$ cat src/rtl/core/pbe_pkg.sv
// Package for the pixel buffer engine: field widths, command codes and control structs.
package pbe_pkg;

    localparam int CMD_W          = 3;
    localparam int PIX_W          = 10;
    localparam int COLOR_W        = 24;
    localparam int SHIFT_W        = 16;
    localparam int CFG_W          = 11;
    localparam int CH_W           = 8;
    localparam int NUM_CH         = 3;
    localparam int DIVIDEND_W     = 16;
    localparam int DIVISOR_W      = 11;
    localparam int DIV_CNT_W      = 4;
    localparam int DIV_K_W        = 3;
    localparam int DEF_MAX_PIXELS = 1024;

    localparam logic [CFG_W-1:0]   ACTIVE_RESET = 11'd1024;
    localparam logic [DIV_K_W-1:0] DIV_K_LAST   = DIV_K_W'(2 * NUM_CH - 1);

    typedef logic [CMD_W-1:0] cmd_t;

    localparam cmd_t CMD_SET    = 3'd0;
    localparam cmd_t CMD_GET    = 3'd1;
    localparam cmd_t CMD_FILL   = 3'd2;
    localparam cmd_t CMD_GRAD   = 3'd3;
    localparam cmd_t CMD_MIRROR = 3'd4;
    localparam cmd_t CMD_ROTATE = 3'd5;
    localparam cmd_t CMD_UPDATE = 3'd6;

    typedef enum logic [2:0] {
        WSRC_COLOR,
        WSRC_GRAD,
        WSRC_RD_A,
        WSRC_RD_B,
        WSRC_SCRATCH
    } wsrc_t;

    typedef struct packed {
        logic  accept;
        logic  clr_en;
        logic  init_range;
        logic  div_start;
        logic  rot_init;
        logic  rd_en;
        logic  wr_en;
        logic  wr_hi;
        wsrc_t wsrc;
        logic  copy_wr;
        logic  adv;
        logic  sa_adv;
        logic  resp_load;
    } dp_ctrl_t;

    typedef struct packed {
        cmd_t cmd;
        logic pix_ok;
        logic range_ok;
        logic diff_zero;
        logic at_last;
        logic mir_done;
        logic div_done;
        logic div_k_last;
        logic off_zero;
        logic clr_last;
    } dp_stat_t;

endpackage

$ cat src/rtl/core/pbe_controller.sv
// Controller state machine: sequences clear pass, divisions, reads and writes per item.
module pbe_controller (
    input  logic              clk,
    input  logic              rst_n,
    input  logic              item_valid,
    output logic              item_ready,
    output logic              res_valid,
    input  logic              res_ready,
    input  pbe_pkg::dp_stat_t stat,
    output pbe_pkg::dp_ctrl_t ctl
);
    import pbe_pkg::*;

    typedef enum logic [11:0] {
        S_CLEAR    = 12'b000000000001,
        S_IDLE     = 12'b000000000010,
        S_DECODE   = 12'b000000000100,
        S_DIV_GO   = 12'b000000001000,
        S_DIV_WAIT = 12'b000000010000,
        S_ROT_SET  = 12'b000000100000,
        S_CP_RD    = 12'b000001000000,
        S_CP_WR    = 12'b000010000000,
        S_RD       = 12'b000100000000,
        S_WR       = 12'b001000000000,
        S_WR2      = 12'b010000000000,
        S_RESP     = 12'b100000000000
    } state_t;

    state_t state_reg;
    state_t state_next;
    logic   res_valid_reg;
    logic   res_valid_next;

    always_comb
    begin
        ctl        = '0;
        ctl.wsrc   = WSRC_COLOR;
        item_ready = 1'b0;
        state_next = state_reg;
        unique case (state_reg)
            S_CLEAR:
            begin
                ctl.clr_en = 1'b1;
                if (stat.clr_last)
                    state_next = S_IDLE;
            end
            S_IDLE:
            begin
                item_ready = 1'b1;
                if (item_valid)
                begin
                    ctl.accept = 1'b1;
                    state_next = S_DECODE;
                end
            end
            S_DECODE:
            begin
                ctl.init_range = 1'b1;
                unique case (stat.cmd) inside
                    CMD_SET, CMD_GET:
                        state_next = stat.pix_ok ? S_RD : S_RESP;
                    CMD_FILL:
                        state_next = stat.range_ok ? S_RD : S_RESP;
                    CMD_GRAD:
                        state_next = !stat.range_ok ? S_RESP
                                   : (stat.diff_zero ? S_RD : S_DIV_GO);
                    CMD_MIRROR:
                        state_next = (!stat.range_ok || stat.diff_zero) ? S_RESP : S_RD;
                    CMD_ROTATE:
                        state_next = stat.range_ok ? S_DIV_GO : S_RESP;
                    default:
                        state_next = S_RESP;
                endcase
            end
            S_DIV_GO:
            begin
                ctl.div_start = 1'b1;
                state_next    = S_DIV_WAIT;
            end
            S_DIV_WAIT:
            begin
                if (stat.div_done)
                begin
                    if (stat.cmd == CMD_ROTATE)
                        state_next = S_ROT_SET;
                    else if (stat.div_k_last)
                        state_next = S_RD;
                    else
                        state_next = S_DIV_GO;
                end
            end
            S_ROT_SET:
            begin
                if (stat.off_zero)
                    state_next = S_RESP;
                else
                begin
                    ctl.rot_init = 1'b1;
                    state_next   = S_CP_RD;
                end
            end
            S_CP_RD:
            begin
                ctl.rd_en  = 1'b1;
                state_next = S_CP_WR;
            end
            S_CP_WR:
            begin
                ctl.copy_wr = 1'b1;
                if (stat.at_last)
                begin
                    ctl.init_range = 1'b1;
                    state_next     = S_RD;
                end
                else
                begin
                    ctl.adv    = 1'b1;
                    state_next = S_CP_RD;
                end
            end
            S_RD:
            begin
                ctl.rd_en  = 1'b1;
                state_next = (stat.cmd == CMD_GET) ? S_RESP : S_WR;
            end
            S_WR:
            begin
                ctl.wr_en = 1'b1;
                if (stat.cmd == CMD_SET)
                    state_next = S_RESP;
                else if (stat.cmd == CMD_MIRROR)
                begin
                    ctl.wsrc   = WSRC_RD_B;
                    state_next = S_WR2;
                end
                else
                begin
                    if (stat.cmd == CMD_ROTATE)
                    begin
                        ctl.wsrc   = WSRC_SCRATCH;
                        ctl.sa_adv = 1'b1;
                    end
                    else if ((stat.cmd == CMD_GRAD) && !stat.diff_zero)
                        ctl.wsrc = WSRC_GRAD;
                    if (stat.at_last)
                        state_next = S_RESP;
                    else
                    begin
                        ctl.adv    = 1'b1;
                        state_next = S_RD;
                    end
                end
            end
            S_WR2:
            begin
                ctl.wr_en  = 1'b1;
                ctl.wr_hi  = 1'b1;
                ctl.wsrc   = WSRC_RD_A;
                ctl.adv    = 1'b1;
                state_next = stat.mir_done ? S_RESP : S_RD;
            end
            S_RESP:
            begin
                if (!res_valid_reg || res_ready)
                begin
                    ctl.resp_load = 1'b1;
                    state_next    = S_IDLE;
                end
            end
            default:
                state_next = S_CLEAR;
        endcase
    end

    always_comb
    begin
        res_valid_next = res_valid_reg;
        if (ctl.resp_load)
            res_valid_next = 1'b1;
        else if (res_ready)
            res_valid_next = 1'b0;
    end

    always_ff @(posedge clk or negedge rst_n)
    begin
        if (!rst_n)
        begin
            state_reg     <= S_CLEAR;
            res_valid_reg <= 1'b0;
        end
        else
        begin
            state_reg     <= state_next;
            res_valid_reg <= res_valid_next;
        end
    end

    assign res_valid = res_valid_reg;

endmodule

$ cat config.mk
export PLATFORM = sky130hd
export DESIGN_NAME = pbe_controller
export DESIGN_NICKNAME = d
export VERILOG_FILES = /design/src/rtl/core/pbe_pkg.sv /design/src/rtl/core/pbe_controller.sv
export SDC_FILE = /design/constraint.sdc
export NUM_CORES = 1
export LEC_CHECK = 0
export BUFFER_PORTS_ARGS = -buffer_cell sky130_fd_sc_hd__buf_2
export CAP_MARGIN = 20
export CORE_UTILIZATION = 52
export CTS_CLUSTER_SIZE = 10
export DETAILED_ROUTE_END_ITERATION = 8
export GPL_ROUTABILITY_DRIVEN = 0
export PLACE_DENSITY = 0.92
export SLEW_MARGIN = 5
export SYNTH_ARGS = -nofsm -noshare
export SYNTH_HDL_FRONTEND = slang
export SYNTH_SLANG_ARGS = --single-unit
$ cat constraint.sdc
create_clock -name clk -period 3 [get_ports clk]
set_clock_uncertainty 0.15 [all_clocks]
set_input_delay 0.15 -clock clk [delete_from_list [all_inputs] [get_ports clk]]
set_output_delay 0.15 -clock clk [all_outputs]
set_load 0.1 [all_outputs]
==> results by group <==
Drt
  • Via count: 1241
  • Post-route antenna net violation count: 0
  • Vias/cell: 6.299
  • DRC viols: 0
  • DR pass1 iterations: 4
  • Final WL: 3018 microns
  • Starting DRC count in detailed routing: 40
  • WL per Instance: 15.32 microns

Global routing
  • First-pass GRT wire length: 5037 microns
  • Initial antenna violation count: 0
  • GRT overflow: 0
  • Largest net degree at the start of global routing: 14
  • Total Routing Usage GR: 0.2622
  • Vias in the first global route: 1191

Power and ir drop
  • Combinational share of power: 0.584
  • Pint: 0.4133 mW
  • Switch share: 0.4962
  • Peak supply drop: 0.5638 mV
  • Psw: 0.4070 mW
  • Leakage: 0.7022 nW
  • Sequential Power Share: 0.283
  • Clock network fraction of total power: 0.132
  • PwrDens: 582.2 mW/mm^2

Hold path
  • Class of the worst hold path: input pin to flip-flop

STA
  • Final Max Slew Viols: 0
  • Final setup viols: 0
  • Post-route minimum period: 2.818 ns
  • Setup ws final: 0.1820 ns
  • FMAX: 0.3549 GHz
  • Final cycle utilization of the critical path: 0.9393
  • Rel. slew slack: 0.6097
  • RSZ-0062 raised after global routing: false
  • Slew @ Worst Pin: 0.5805 ns
  • Setup TNS: 0 ns
  • Fin. Hold Viols: 0

Floorplan
  • Die Width: 49.66 microns
  • Die height: 49.66 microns
  • Initial Utilization: 0.5784
  • CORE AREA: 0.002042 sq mm
  • Die area: 0.002466 sq mm
  • I/O pin total: 33
  • Row Count: 16

Synthesis
  • Synth Flop Type: dfrtp_1
  • Area leader, netlist: dfrtp_1
  • Register area share after synthesis: 0.2765
  • Top cells by area, synth: dfrtp_1, nor2_1, nor3_1
  • Post-synthesis cell type count: 55
  • Synth Area per Inst: 8.318 sq um
  • Synth Cell Area: 0.001181 sq mm
  • Asr flop ratio synth: 1.000
  • Yosys top cell area share: 0.2542
  • YS warnings: 0
  • Cells after synthesis: 142
  • Synthesis-stage register bit count: 13
  • Post-synth EDFFs: 0
  • Syn Nets: 158

CTS
  • Cts bufs inserted: 3
  • Clock latency on the worst-skew pair: 0.27 ns
  • Longest Clk Path Bufs: 2
  • Clk pin slew, worst setup/hold paths: 0.07 ns
  • CTS tree: built
  • Sink Count: 13
  • Clk root buf: clkbuf_4
  • H-tree Lvls: 1

Final layout
  • Final nets: 187
  • Number of flip-flops under the largest register name: 12
  • Antenna cells: 0
  • Layout cell share with drive strength beyond 1: 0.3294
  • Syn-to-layout area delta: 19.28%

Placed design
  • Port Buffers: 32
  • Pre-CTS WS: 0.4212 ns
  • Post-DP HPWL: 2335 microns

Critical path
  • Critical Path Source Type: flip-flop
  • Critical Path End Type: output pin
  • Kind of critical path: flip-flop to output pin
  • Worst EP required: 2.70 ns
  • Critical path arrival: 2.52 ns
  • CP max FO: 10

Run
  • Maxcap violations: 0

Run status
  • Status: completed
## synthesized netlist by cell type (2+ instances only)
| cell | count |
|---|---|
| a21oi_1 | 2 |
| xor2_1 | 4 |
| nor2b_1 | 4 |
| or4b_2 | 3 |
| buf_2 | 4 |
| o32a_1 | 2 |
| nor3_1 | 9 |
| nor2_1 | 13 |
| o21ai_0 | 6 |
| nand3_1 | 2 |
| nor4_1 | 4 |
| buf_6 | 3 |
| and2_1 | 2 |
| a21o_1 | 2 |
| and4_1 | 2 |
| and4b_1 | 2 |
| a22oi_1 | 2 |
| o22ai_1 | 2 |
| dfrtp_1 | 12 |
| clkbuf_1 | 4 |
| or2_2 | 2 |
| nand3b_1 | 3 |
| inv_1 | 6 |
| nand2_1 | 10 |
| and3_1 | 2 |
| or4_1 | 2 |
| nor4b_1 | 2 |
| or3_1 | 2 |
| nand2b_1 | 3 |
## layout by cell type, fill, tap and decap left out, types with 3 or more instances in the layout
master and count:
nand3b_1 3, nand2_1 9, nor3_1 6, dfrtp_1 12
nand2b_1 3, o21ai_0 5, dlygate4sd3_1 3, or4b_2 3
nor4_1 4, nor2_1 12, buf_2 27, nor2b_1 3
inv_1 6, xor2_1 4, clkbuf_4 8
## per-layer routing
layer | vias to the layer above | track usage | part of all wire
li1 | 583 | - | -
met1 | 586 | 0.2956 | 0.40
met2 | 60 | 0.4707 | 0.52
met3 | 12 | 0.04321 | 0.057
met4 | 0 | 0.1286 | 0.026
met5 | - | 0 | 0
## kinds of logic (layout without fill, tap and decap cells)
group                  Yosys count  count (layout)  share of synthesized area
AND/OR/NAND/NOR                 77              77                     0.4153
AO/OA/AOI/OAI                   28              28                     0.1790
buffers and inverters           18              46                    0.08368
flip-flops                      13              13                     0.2765
XOR/XNOR                         5               5                    0.03707
multiplexers                     1               1                   0.008475
## final timing paths
kind / endpoint / slack, ns / cells past startpoint / start
worst min register to register: res_valid$_DFFE_PN0P_ / 0.45 / 2 / res_valid$_DFFE_PN0P_
max in group asynchronous: state_reg[0]$_DFFE_PN1P_ / 2.28 / 2 / rst_n
min in group asynchronous: state_reg[2]$_DFFE_PN0P_ / 0.13 / 2 / rst_n
worst min-delay path: state_reg[11]$_DFFE_PN0P_ / 0.02 / 3 / stat[1]
worst max register to register: state_reg[8]$_DFFE_PN0P_ / 0.62 / 5 / state_reg[9]$_DFFE_PN0P_
worst max-delay path: ctl[12] / 0.18 / 5 / state_reg[9]$_DFFE_PN0P_
## power groups by stage
| stage | combinational (mW) | clock, mW | sequential (mW) |
|---|---|---|---|
| 2_1_floorplan | 0.395 | 0 | 0.228 |
| 3_3_place_gp | 0.462 | 0 | 0.230 |
| 3_5_place_dp | 0.473 | 0 | 0.235 |
| 4_1_cts | 0.478 | 0.109 | 0.232 |
| 5_1_grt | 0.509 | 0.117 | 0.236 |
| 6_report | 0.479 | 0.108 | 0.233 |
## cell type report
type	count	area [sq um]
multi-input cells	111	789.5
clock buffers	4	26.28
flip-flops and latches	13	326.6
well taps	27	33.78
inverters	6	22.52
repair buffers	36	210.2
fillers	172	633.1
## critical path, stage by stage, from the launching register on
cell and delay [ns]:
dfrtp_1 0.49, or4_4 0.67, nand4bb_1 0.30, or2_1 0.30, nand2_2 0.06, buf_2 0.41
## stage by stage
step             util  power, mW  hold WS, ns  instances  cell area, sq um
2_1_floorplan       -     0.6234      -0.2956        142              1221
3_3_place_gp   0.6563     0.6919      -0.1024        190              1340
3_5_place_dp   0.6563     0.7082     -0.09589        190              1340
4_1_cts        0.6838     0.8185      0.01481        197              1396
5_1_grt        0.6900     0.8631      0.02797        197              1409
6_report       0.6900     0.8202      0.01682        197              1409
## repair_timing
action | 4_1_cts | 5_1_grt
gates resized for setup | 0 | 5
hold buffers | 3 | 0
setup endpoints to repair | 0 | 5
setup buffers | 0 | 0
endpoints found under the hold margin | 15 | 0
Power figures use the tool's default switching activity.
